[src/xsed_pkg.sv]
// Shared types and constants for the cross-reference stream entry decoder.
// Used by xsed_out_buf and xref_stream_entry_decoder_top; depends on nothing.
package xsed_pkg;

  // Fixed field widths of the stream and of the result.
  localparam int BYTE_W     = 8;
  localparam int ACC_W      = 32;
  localparam int OBJ_W      = 23;
  localparam int CNT_W      = 24;
  localparam int WREG_W     = 3;
  localparam int KIND_W     = 2;
  localparam int CFG_IDX_W  = 3;
  localparam int CFG_DATA_W = 24;

  // Configuration register indexes.
  localparam logic [CFG_IDX_W-1:0] REG_TYPE_WIDTH   = 3'd0;
  localparam logic [CFG_IDX_W-1:0] REG_SECOND_WIDTH = 3'd1;
  localparam logic [CFG_IDX_W-1:0] REG_THIRD_WIDTH  = 3'd2;
  localparam logic [CFG_IDX_W-1:0] REG_FIRST_OBJECT = 3'd3;
  localparam logic [CFG_IDX_W-1:0] REG_OBJECT_COUNT = 3'd4;

  // Reset values of the width registers.
  localparam logic [WREG_W-1:0] TYPE_WIDTH_RST   = 3'd1;
  localparam logic [WREG_W-1:0] SECOND_WIDTH_RST = 3'd2;
  localparam logic [WREG_W-1:0] THIRD_WIDTH_RST  = 3'd1;

  // Entry kinds.
  localparam logic [KIND_W-1:0] KIND_FREE       = 2'd0;
  localparam logic [KIND_W-1:0] KIND_IN_USE     = 2'd1;
  localparam logic [KIND_W-1:0] KIND_COMPRESSED = 2'd2;
  localparam logic [KIND_W-1:0] KIND_UNKNOWN    = 2'd3;

  // Type field values.
  localparam logic [ACC_W-1:0] TYPE_FREE       = 32'd0;
  localparam logic [ACC_W-1:0] TYPE_IN_USE     = 32'd1;
  localparam logic [ACC_W-1:0] TYPE_COMPRESSED = 32'd2;

  // One decoded entry.
  typedef struct packed {
    logic [OBJ_W-1:0]  object_number;
    logic [KIND_W-1:0] entry_kind;
    logic [ACC_W-1:0]  offset_or_index;
    logic [ACC_W-1:0]  generation;
    logic [ACC_W-1:0]  container_stream;
    logic              last_entry;
  } res_t;

endpackage

[src/xsed_out_buf.sv]
// Result register with a skid stage for the entry decoder output channel.
// Depends on xsed_pkg for the result type.
module xsed_out_buf (
  input  logic          clk,
  input  logic          rst,
  input  logic          push,
  input  xsed_pkg::res_t push_res,
  output logic          full,
  output logic          out_valid,
  input  logic          out_stall,
  output xsed_pkg::res_t out_res
);

  logic           skid_valid;
  xsed_pkg::res_t skid_res;
  logic           out_take;

  assign out_take = out_valid & ~out_stall;
  // The source must hold off while the skid stage is occupied.
  assign full = skid_valid;

  // Output register refills from the skid stage first, then from a new request.
  always_ff @(posedge clk) begin
    if (rst) begin
      out_valid  <= 1'b0;
      skid_valid <= 1'b0;
    end else if (!out_valid || out_take) begin
      if (skid_valid) begin
        out_valid  <= 1'b1;
        skid_valid <= 1'b0;
      end else begin
        out_valid <= push;
      end
    end else if (push) begin
      skid_valid <= 1'b1;
    end
  end

  // Payload registers.
  always_ff @(posedge clk) begin
    if (!out_valid || out_take) begin
      if (skid_valid) begin
        out_res <= skid_res;
      end else if (push) begin
        out_res <= push_res;
      end
    end else if (push) begin
      skid_res <= push_res;
    end
  end

endmodule

[src/xref_stream_entry_decoder_top.sv]
// Top level of the cross-reference stream entry decoder.
// Depends on xsed_pkg and xsed_out_buf.
//
// The decoder takes one stream byte per clock cycle with no gaps of its own:
// each byte is shifted into the type, second or third field accumulator in the
// cycle it is accepted, and the byte that completes an entry registers the decoded
// result in the output register, or in the skid stage behind it while the output
// register is held. The skid stage lets input continue while a result waits;
// in_stall rises only when both the output register and the skid stage are
// held by a stalled output. Once object_count entries are done, further bytes
// are accepted and dropped. A write to any valid register index restarts the
// subsection; cfg_ready is always high.
module xref_stream_entry_decoder_top #(
  parameter int MAX_FIELD_BYTES = 4
) (
  input  logic                                clk,
  input  logic                                rst,
  // Byte input channel
  input  logic                                in_valid,
  output logic                                in_stall,
  input  logic [xsed_pkg::BYTE_W-1:0]         data_byte,
  // Entry output channel
  output logic                                out_valid,
  input  logic                                out_stall,
  output logic [xsed_pkg::OBJ_W-1:0]          object_number,
  output logic [xsed_pkg::KIND_W-1:0]         entry_kind,
  output logic [xsed_pkg::ACC_W-1:0]          offset_or_index,
  output logic [xsed_pkg::ACC_W-1:0]          generation,
  output logic [xsed_pkg::ACC_W-1:0]          container_stream,
  output logic                                last_entry,
  // Configuration write channel
  input  logic                                cfg_valid,
  output logic                                cfg_ready,
  input  logic [xsed_pkg::CFG_IDX_W-1:0]      cfg_index,
  input  logic [xsed_pkg::CFG_DATA_W-1:0]     cfg_data
);

  localparam int FW    = $clog2(MAX_FIELD_BYTES + 1);
  localparam int POS_W = $clog2(3 * MAX_FIELD_BYTES + 1);

  // Configuration registers.
  logic [xsed_pkg::WREG_W-1:0] type_width;
  logic [xsed_pkg::WREG_W-1:0] second_width;
  logic [xsed_pkg::WREG_W-1:0] third_width;
  logic [xsed_pkg::OBJ_W-1:0]  first_object;
  logic [xsed_pkg::CNT_W-1:0]  object_count;

  // Progress through the subsection.
  logic [POS_W-1:0]           byte_position;
  logic [xsed_pkg::ACC_W-1:0] type_acc;
  logic                       type_ovf;
  logic [xsed_pkg::ACC_W-1:0] second_acc;
  logic [xsed_pkg::ACC_W-1:0] third_acc;
  logic [xsed_pkg::CNT_W-1:0] entries_done;

  logic [POS_W-1:0]           byte_position_next;
  logic [xsed_pkg::ACC_W-1:0] type_acc_next;
  logic                       type_ovf_next;
  logic [xsed_pkg::ACC_W-1:0] second_acc_next;
  logic [xsed_pkg::ACC_W-1:0] third_acc_next;

  logic [FW-1:0]    tw;
  logic [FW-1:0]    sw;
  logic [FW-1:0]    hw;
  logic [POS_W-1:0] tw_end;
  logic [POS_W-1:0] sw_end;
  logic [POS_W-1:0] total;

  logic                       accept;
  logic                       step;
  logic                       complete;
  logic                       cfg_write;
  logic                       cfg_known;
  logic [xsed_pkg::ACC_W-1:0] type_value;
  logic [xsed_pkg::CNT_W-1:0] done_inc;
  xsed_pkg::res_t             res;
  xsed_pkg::res_t             out_res;
  logic                       buf_full;

  assign cfg_ready = 1'b1;
  assign cfg_write = cfg_valid & cfg_ready;
  assign cfg_known = cfg_index inside {xsed_pkg::REG_TYPE_WIDTH, xsed_pkg::REG_SECOND_WIDTH,
                                       xsed_pkg::REG_THIRD_WIDTH, xsed_pkg::REG_FIRST_OBJECT,
                                       xsed_pkg::REG_OBJECT_COUNT};

  assign in_stall = buf_full;
  assign accept   = in_valid & ~in_stall;
  assign step     = accept & (entries_done < object_count);

  // Field widths limited to the widest supported field.
  assign tw = (int'(type_width) > MAX_FIELD_BYTES) ? FW'(MAX_FIELD_BYTES) : FW'(type_width);
  assign sw = (int'(second_width) > MAX_FIELD_BYTES) ? FW'(MAX_FIELD_BYTES)
                                                     : FW'(second_width);
  assign hw = (int'(third_width) > MAX_FIELD_BYTES) ? FW'(MAX_FIELD_BYTES) : FW'(third_width);
  assign tw_end = POS_W'(tw);
  assign sw_end = tw_end + POS_W'(sw);
  assign total  = sw_end + POS_W'(hw);

  // Shift the byte into the field that owns the current position.
  always_comb begin
    type_acc_next      = type_acc;
    type_ovf_next      = type_ovf;
    second_acc_next    = second_acc;
    third_acc_next     = third_acc;
    byte_position_next = byte_position;
    complete           = 1'b0;
    if (total == '0) begin
      complete = 1'b1;
    end else begin
      if (byte_position < tw_end) begin
        type_ovf_next = type_ovf | (type_acc[xsed_pkg::ACC_W-1 -: xsed_pkg::BYTE_W] != '0);
        type_acc_next = {type_acc[xsed_pkg::ACC_W-xsed_pkg::BYTE_W-1:0], data_byte};
      end else if (byte_position < sw_end) begin
        second_acc_next = {second_acc[xsed_pkg::ACC_W-xsed_pkg::BYTE_W-1:0], data_byte};
      end else begin
        third_acc_next = {third_acc[xsed_pkg::ACC_W-xsed_pkg::BYTE_W-1:0], data_byte};
      end
      byte_position_next = byte_position + POS_W'(1);
      complete           = (byte_position_next >= total);
    end
  end

  // Decode the completed entry.
  assign type_value = (type_width == '0) ? xsed_pkg::TYPE_IN_USE : type_acc_next;
  assign done_inc   = entries_done + xsed_pkg::CNT_W'(1);

  always_comb begin
    res.object_number    = first_object + entries_done[xsed_pkg::OBJ_W-1:0];
    res.last_entry       = (done_inc == object_count);
    res.entry_kind       = xsed_pkg::KIND_UNKNOWN;
    res.offset_or_index  = '0;
    res.generation       = '0;
    res.container_stream = '0;
    if ((type_width != '0) && type_ovf_next) begin
      res.entry_kind = xsed_pkg::KIND_UNKNOWN;
    end else if (type_value == xsed_pkg::TYPE_FREE) begin
      res.entry_kind = xsed_pkg::KIND_FREE;
    end else if (type_value == xsed_pkg::TYPE_IN_USE) begin
      res.entry_kind      = xsed_pkg::KIND_IN_USE;
      res.offset_or_index = second_acc_next;
      res.generation      = third_acc_next;
    end else if (type_value == xsed_pkg::TYPE_COMPRESSED) begin
      res.entry_kind       = xsed_pkg::KIND_COMPRESSED;
      res.offset_or_index  = third_acc_next;
      res.container_stream = second_acc_next;
    end
  end

  // Configuration registers.
  always_ff @(posedge clk) begin
    if (rst) begin
      type_width   <= xsed_pkg::TYPE_WIDTH_RST;
      second_width <= xsed_pkg::SECOND_WIDTH_RST;
      third_width  <= xsed_pkg::THIRD_WIDTH_RST;
      first_object <= '0;
      object_count <= '0;
    end else if (cfg_write) begin
      case (cfg_index)
        xsed_pkg::REG_TYPE_WIDTH: begin
          type_width <= cfg_data[xsed_pkg::WREG_W-1:0];
        end
        xsed_pkg::REG_SECOND_WIDTH: begin
          second_width <= cfg_data[xsed_pkg::WREG_W-1:0];
        end
        xsed_pkg::REG_THIRD_WIDTH: begin
          third_width <= cfg_data[xsed_pkg::WREG_W-1:0];
        end
        xsed_pkg::REG_FIRST_OBJECT: begin
          first_object <= cfg_data[xsed_pkg::OBJ_W-1:0];
        end
        xsed_pkg::REG_OBJECT_COUNT: begin
          object_count <= cfg_data[xsed_pkg::CNT_W-1:0];
        end
        default: begin
        end
      endcase
    end
  end

  // Entry progress: cleared by reset and by any known register write.
  always_ff @(posedge clk) begin
    if (rst || (cfg_write && cfg_known)) begin
      byte_position <= '0;
      type_acc      <= '0;
      type_ovf      <= 1'b0;
      second_acc    <= '0;
      third_acc     <= '0;
      entries_done  <= '0;
    end else if (step) begin
      if (complete) begin
        byte_position <= '0;
        type_acc      <= '0;
        type_ovf      <= 1'b0;
        second_acc    <= '0;
        third_acc     <= '0;
        entries_done  <= done_inc;
      end else begin
        byte_position <= byte_position_next;
        type_acc      <= type_acc_next;
        type_ovf      <= type_ovf_next;
        second_acc    <= second_acc_next;
        third_acc     <= third_acc_next;
      end
    end
  end

  // Result register and skid stage.
  xsed_out_buf u_out_buf (
    .clk       (clk),
    .rst       (rst),
    .push      (step & complete),
    .push_res  (res),
    .full      (buf_full),
    .out_valid (out_valid),
    .out_stall (out_stall),
    .out_res   (out_res)
  );

  assign object_number    = out_res.object_number;
  assign entry_kind       = out_res.entry_kind;
  assign offset_or_index  = out_res.offset_or_index;
  assign generation       = out_res.generation;
  assign container_stream = out_res.container_stream;
  assign last_entry       = out_res.last_entry;

endmodule

[config.mk]
export PLATFORM = sky130hd
export DESIGN_NAME = xref_stream_entry_decoder_top
export DESIGN_NICKNAME = d
export VERILOG_FILES = /design/src/xsed_pkg.sv /design/src/xsed_out_buf.sv /design/src/xref_stream_entry_decoder_top.sv
export SDC_FILE = /design/constraint.sdc
export NUM_CORES = 1
export LEC_CHECK = 0
export BUFFER_PORTS_ARGS = -buffer_cell sky130_fd_sc_hd__buf_4
export CORE_AREA = 2 2 198 200
export DETAILED_ROUTE_END_ITERATION = 10
export DIE_AREA = 0 0 200 202
export PLACE_DENSITY = 0.81
export SLEW_MARGIN = 20
export SYNTH_ARGS = -nofsm -noshare
export SYNTH_HDL_FRONTEND = slang
export SYNTH_SLANG_ARGS = --single-unit
[constraint.sdc]
create_clock -name clk -period 11.6 [get_ports clk]
set_input_delay 1.16 -clock clk [delete_from_list [all_inputs] [get_ports clk]]
set_output_delay 1.16 -clock clk [all_outputs]
set_load 0.05 [all_outputs]
==> impl_metrics.env, run 1 <==
export IMPL_power_clock_fraction_pct=38.8
export IMPL_drt_wl_total_mm=47.81
export IMPL_cts_tree="built"
export IMPL_grt_pass1_wl_mm=76.04
export IMPL_crit_slowest_cell="buf_4"
export IMPL_route_detailed_drc=0
export IMPL_worstMarginPinSlew_ns=1.189
export IMPL_clk_insertion_delay_late_ns=0.58
export IMPL_clock_fmax_mhz=188.0
export IMPL_drv_cap=0
export IMPL_via_per_inst=5.803
export IMPL_drtPass1Iterations=5
export IMPL_finish_net_count=2086
export IMPL_post_cts_buffers=0
export IMPL_slew_headroom_pct=20.72
export IMPL_die_x_um=200
export IMPL_drtIter0Drc=1379
export IMPL_rsz0062_at_grt="false"
export IMPL_synth_edff_count=244
export IMPL_crit_required_ns=11.78
export IMPL_clock_skew_ns=0.02063
export IMPL_final_core_util_pct=61.10
export IMPL_powerDensity_nw_per_um2=151.3
export IMPL_hold_viol_final=0
export IMPL_swShare_pct=27.15
export IMPL_worstSetupPathType="flop to flop"
export IMPL_cts_buffers=44
export IMPL_p_switching_mw=0.9612
export IMPL_synth_fp_nets=1965
export IMPL_finalNonFillerCells=2536
export IMPL_antenna_found_initial=1
export IMPL_gp_congestion=0.8670
export IMPL_finalPower_mw=3.540
export IMPL_start_kind="flop"
export IMPL_final_max_slew_viol_count=0
export IMPL_fillers=2963
export IMPL_vias=14720
export IMPL_clock_sinks=427
export IMPL_cts_hold_buf=0
export IMPL_arrival_ns=5.50
export IMPL_grt_max_degree=97
export IMPL_combPwrFrac_pct=13.7
export IMPL_fin_crit_sh_pct=45.85
export IMPL_p_int_mw=2.579
export IMPL_status="completed"
export IMPL_core_area_um2=38290
export IMPL_max_clock_path_buffers=3
export IMPL_ys_warnings_count=0
export IMPL_worst_path_max_fanout=76
export IMPL_root_buffer="clkbuf_16"
export IMPL_cts_resized=0
export IMPL_cts_htree_levels=2
export IMPL_ys_ff_latch=427
export IMPL_cp_cell_sequence="nor2b_1, ha_1, fa_1, ha_1, a21o_1, a21oi_2, xnor2_4, ha_1, a221oi_2, buf_4, nor3_1, nor2_1, a21oi_4, buf_4, buf_4"
export IMPL_ir_drop_uv=102.3
export IMPL_synth_seq_area_share_pct=53.82
export IMPL_die_y_um=202
export IMPL_syn_to_final_growth_pct=14.55
export IMPL_initial_core_util_pct=53.34
export IMPL_end_kind="flop"
export IMPL_grt_overflow=0
export IMPL_wl_per_cell_um=18.85
export IMPL_p_leak_nw=8.400
export IMPL_die_area_um2=40400
export IMPL_setup_viol=0
export IMPL_grt_pass1_vias=14190
export IMPL_grt_usage_pct=23.69
export IMPL_p_seq_share_pct=47.4
export IMPL_synth_avg_cell_area_um2=10.99
export IMPL_yosysTopAreaCellShare_pct=35.88
export IMPL_synth_area_top_cells="edfxtp_1 (36%), dfxtp_1 (18%), mux2i_1 (6.6%)"
export IMPL_final_cell_area_um2=23390
export IMPL_fin_crit_ns=5.319
export IMPL_synth_most_common_cell="nand2_1"
export IMPL_path_clk_slew_ns=0.06
export IMPL_async_flop_share_pct=0
export IMPL_worstHoldPathType="flop to flop"
export IMPL_num_rows=72
export IMPL_syn_inst=1859
export IMPL_yosysTopAreaCell="edfxtp_1"
export IMPL_port_buffers=163
export IMPL_syn_area_um2=20420
export IMPL_placedCellCount=2452
export IMPL_dp_hpwl_mm=32.23
export IMPL_yosys_cell_types_count=81
export IMPL_synth_common_cells="nand2_1 (261), edfxtp_1 (244), nor2_1 (211)"
export IMPL_synth_main_ff_cell="edfxtp_1"
export IMPL_ioPinCount=165
export IMPL_fin_tns_setup_ns=0
export IMPL_drive_above_1_share_pct=16.12
export IMPL_postPlaceCellArea_um2=21970
export IMPL_postRouteAntennaNets=0
export IMPL_cpPeakStageDelay_ns=0.84
## flip-flops by register name, indices dropped and copies added, names as in the netlist
signal               cells
second_acc              32
u_out_buf.skid_res     122
third_acc               32
type_acc                32
u_out_buf.out_res      122
type_ovf                 1
object_count            24
second_width             3
entries_done            24
byte_position            4
third_width              3
u_out_buf.full           1
type_width               3
first_object            23
u_out_buf.out_valid      1
## layout make-up
class                      instances  area (µm²)  area share [%]
sequential                       427       10990           47.00
multi-input combinational       1271        8738           37.35
timing repair buffer             187        1408           6.017
clock buffer                      61        1236           5.284
tap                              518       648.1           2.770
inverter                          49       183.9          0.7862
clock inverter                    21       180.2          0.7702
antenna                            2       5.005         0.02139
## cells in the final DEF, fill, tap and decap left out, drive strengths merged, types with 3 or more instances in the layout
cell type  count
and3          16
or4            7
mux2          14
a21oi         91
nand3         21
buf          187
fa             3
o31ai         70
edfxtp       244
nor3          20
xnor2         49
and4           4
and2           9
mux2i        136
dfxtp        183
o22a          32
o21a          14
a211oi         6
nor4b          6
o211ai         3
nor4          24
nand2b         8
a221oi         3
o21ai         58
or3            7
nand2        261
a31oi          7
xor2          21
clkbuf        61
nor2b         10
a22o          31
inv           49
a211o          6
clkinv        19
a21o          17
ha            63
nor2         214
nand4          8
## per-layer routing
layer | routed length [µm] | global-route usage, % | part of all wire [%]
met1 | 20710 | 32.63 | 43
met2 | 22710 | 38.50 | 47
met3 | 3085 | 3.571 | 6.5
met4 | 1302 | 7.593 | 2.7
met5 | 0 | 0 | 0
## cells by family (layout without fill, tap and decap cells)
kind of cell | count (synthesis) | in the layout | share of synthesized area [%]
AND/OR/NAND/NOR | 623 | 623 | 13.65
flip-flops | 427 | 427 | 53.82
AO/OA/AOI/OAI | 361 | 361 | 14.02
buffers and inverters | 161 | 318 | 3.750
multiplexers | 150 | 150 | 7.499
XOR/XNOR | 70 | 70 | 3.094
adder cells (fa/ha/maj) | 66 | 66 | 4.154
other | 1 | 3 | 0.01836
## power groups by stage
| stage | sequential [mW] | clock (mW) | combinational (mW) |
|---|---|---|---|
| after floorplan | 1.84 | 0 | 0.223 |
| after global placement | 1.71 | 0 | 0.472 |
| after detailed placement | 1.71 | 0 | 0.482 |
| after CTS | 1.68 | 1.40 | 0.484 |
| after global routing | 1.68 | 1.46 | 0.511 |
| final | 1.68 | 1.38 | 0.485 |
## critical path, delay by kind of cell, from the launching register on
| family | cells | cell delay (ns) |
|---|---|---|
| DFF | 1 | 0.37 |
| adders and majority gates | 4 | 1.28 |
| AOI/OAI and AO/OA | 4 | 0.64 |
| buffers and inverters | 3 | 1.61 |
| and+or+nand+nor | 3 | 0.81 |
| xor gates and xnor gates | 1 | 0.14 |
## worst paths after layout
check | start | end | slack (ns) | depth (start not counted)
max reg2reg | type_width[0] | u_out_buf.out_res[93] | 6.28 | 15
min | first_object[19] | first_object[19] | 0.46 | 2
max | type_width[0] | u_out_buf.out_res[93] | 6.28 | 15
min reg2reg | first_object[19] | first_object[19] | 0.46 | 2
## through the flow
stage          setup WS (ns)  hold slack, ns
2_1_floorplan          2.033          0.4366
3_3_place_gp           6.465          0.4461
3_5_place_dp           6.291          0.4538
4_1_cts                6.269          0.4610
5_1_grt                5.927          0.4837
6_report               6.281          0.4616
No activity file was read; power rests on OpenSTA's default activity.
==> run 2: changes to the inputs <==
- CORE_AREA: 2 2 198 200 -> 2 2 196 198
- DIE_AREA: 0 0 200 202 -> 0 0 198 200
- PLACE_DENSITY: 0.81 -> 0.8
- clock period: 11.6 -> 5.5 ns (I/O delays scaled with it)
==> run 2 against run 1 <==
  * Critical path depth down 1
  * Utilization rose by 1.5 points
  * Routed wire length up 2.3%
  * Die area shrank 2.0%
  * Cell count fell by 0.32%
  * Register-to-register slack got worse by 5.3 ns
  * Global-route usage increased by 0.87 points
  * Non-clock buffer count rose by 2
  * Critical path type unchanged
  * Highest routed layer is now met5
==> impl_metrics.env, run 2 (synthesis results as in run 1) <==
export IMPL_status="completed"
export IMPL_top_regs="u_out_buf.out_res: 122 flops, u_out_buf.skid_res: 122 flops"
export IMPL_cts_buffers=43
export IMPL_fillers=2882
export IMPL_drtIter0Drc=1375
export IMPL_p_int_mw=5.374
export IMPL_vias=14750
export IMPL_fin_crit_ns=4.485
export IMPL_dp_hpwl_mm=32.43
export IMPL_core_area_um2=37400
export IMPL_gr_usage_met1_pct=35.02
export IMPL_drt_wl_total_mm=48.89
export IMPL_cp_cell_sequence="nor2b_1, ha_2, fa_1, inv_1, fa_1, xor2_1, and3b_1, or3_1, o311ai_0, a31oi_1, nor2_2, a21o_1, buf_4, nor2_1"
export IMPL_final_cell_mix="nand2_1 (261), edfxtp_1 (244), nor2_1 (211)"
export IMPL_wl_per_cell_um=19.34
export IMPL_finish_net_count=2087
export IMPL_crit_top_cell="fa_1"
export IMPL_hold_viol_final=0
export IMPL_power_clock_fraction_pct=38.0
export IMPL_cts_hold_buf=0
export IMPL_clock_sinks=427
export IMPL_die_y_um=200
export IMPL_crit_slowest_cell="a21o_1"
export IMPL_path_clk_slew_ns=0.06
export IMPL_die_area_um2=39600
export IMPL_worstSetupPathType="flop to flop"
export IMPL_endpoint="u_out_buf.skid_res[75]"
export IMPL_start_kind="flop"
export IMPL_post_cts_buffers=0
export IMPL_clock_fmax_mhz=223.0
export IMPL_worstSetupStartpoint="type_width[0]"
export IMPL_clock_skew_ns=0.02287
export IMPL_hold_depth=3
export IMPL_die_x_um=198
export IMPL_final_common_cell="nand2_1"
export IMPL_cts_tree="built"
export IMPL_end_kind="flop"
export IMPL_p_seq_share_pct=47.8
export IMPL_worstHoldPathType="input pin to flop"
export IMPL_antenna_found_initial=1
export IMPL_cts_resized=0
export IMPL_p_leak_nw=8.394
export IMPL_swShare_pct=27.63
export IMPL_grt_busiest_layer="met2"
export IMPL_syn_to_final_growth_pct=14.66
export IMPL_hold_slack_ns=0.2355
export IMPL_ff2ff_path_depth=14
export IMPL_regToRegStartpoint="type_width[0]"
export IMPL_max_clock_path_buffers=3
export IMPL_arrival_ns=4.76
export IMPL_powerDensity_nw_per_um2=317.1
export IMPL_drive_above_1_share_pct=16.27
export IMPL_combPwrFrac_pct=14.2
export IMPL_grt_util_met2_pct=39.49
export IMPL_root_buffer="clkbuf_16"
export IMPL_r2r_end="u_out_buf.skid_res[75]"
export IMPL_grt_usage_pct=24.57
export IMPL_grt_overflow=0
export IMPL_drtPass1Iterations=5
export IMPL_grt_pass1_wl_mm=76.74
export IMPL_initial_core_util_pct=54.61
export IMPL_gr_usage_met3_pct=3.327
export IMPL_finalPower_mw=7.426
export IMPL_fin_crit_sh_pct=81.55
export IMPL_route_detailed_drc=0
export IMPL_postRouteAntennaNets=0
export IMPL_worstMarginPinSlew_ns=1.002
export IMPL_drv_cap=0
export IMPL_slew_headroom_pct=33.01
export IMPL_gp_congestion=0.8877
export IMPL_port_buffers=163
export IMPL_rsz0062_at_grt="false"
export IMPL_num_rows=71
export IMPL_clk_insertion_delay_late_ns=0.56
export IMPL_cpPeakStageDelay_ns=0.62
export IMPL_ioPinCount=165
export IMPL_cts_htree_levels=2
export IMPL_final_max_slew_viol_count=0
export IMPL_crit_required_ns=5.78
export IMPL_grt_pass1_vias=13930
export IMPL_grt_max_degree=113
export IMPL_p_switching_mw=2.052
export IMPL_setup_viol=0
export IMPL_fin_tns_setup_ns=0
export IMPL_ir_drop_uv=176.1
export IMPL_reg2reg_slack_ns=1.01
export IMPL_via_per_inst=5.834
export IMPL_worst_path_max_fanout=20
==> run 2: area by class of cell <==
type / count / area (µm²) / share of cell area, %
diodes: 1 / 2.502 / 0.01069
clock buffers: 62 / 1177 / 5.028
clock inverters: 18 / 171.4 / 0.7320
inverters: 49 / 183.9 / 0.7855
multi-input cells: 1271 / 8772 / 37.46
flip-flops and latches: 427 / 11000 / 46.96
well taps: 511 / 639.4 / 2.730
repair buffers: 189 / 1473 / 6.289
==> run 2: through the flow <==
| stage | utilization (%) | std cells | worst slack (ns) | cell area (µm²) |
|---|---|---|---|---|
| floorplan | - | 1859 | -0.4415 | 20490 |
| global placement | 58.93 | 2446 | 1.162 | 22040 |
| detailed placement | 58.93 | 2446 | 1.030 | 22040 |
| CTS | 62.54 | 2526 | 0.9858 | 23390 |
| global route | 62.60 | 2527 | 0.6875 | 23410 |
| finish | 62.61 | 2528 | 1.015 | 23420 |
==> run 2: worst max-delay path: cells and delay by family (launching register included) <==
kind,cells,cell delay (ns)
AO/OA/AOI/OAI,3,0.87
XOR/XNOR,1,0.17
adder cells (fa/ha/maj),3,1.10
buffers and inverters,2,0.51
flip-flops,1,0.33
AND/OR/NAND/NOR,5,1.19
==> run 2: worst min-delay path by stage <==
stage / from / to / slack (ns)
floorplan: type_ovf / type_ovf / 0.44
global placement: first_object[8] / first_object[8] / 0.45
detailed placement: first_object[10] / first_object[10] / 0.45
CTS: cfg_data[23] / object_count[23] / 0.22
global route: cfg_data[23] / object_count[23] / 0.23
finish: cfg_data[23] / object_count[23] / 0.24
==> run 2: layer usage <==
metal | vias to the layer above | wire (µm)
met3 | 75 | 3485
li1 | 6958 | -
met5 | - | 40
met1 | 7156 | 21510
met2 | 557 | 22930
met4 | 2 | 928
==> run 2: power by group through the flow <==
stage               clock (mW)  sequential [mW]  combinational (mW)
detailed placement           0             3.62                1.05
global route              2.98             3.56                1.11
global placement             0             3.62                1.03
finish                    2.82             3.55                1.05
CTS                       2.86             3.55                1.05
floorplan                    0             3.86               0.493
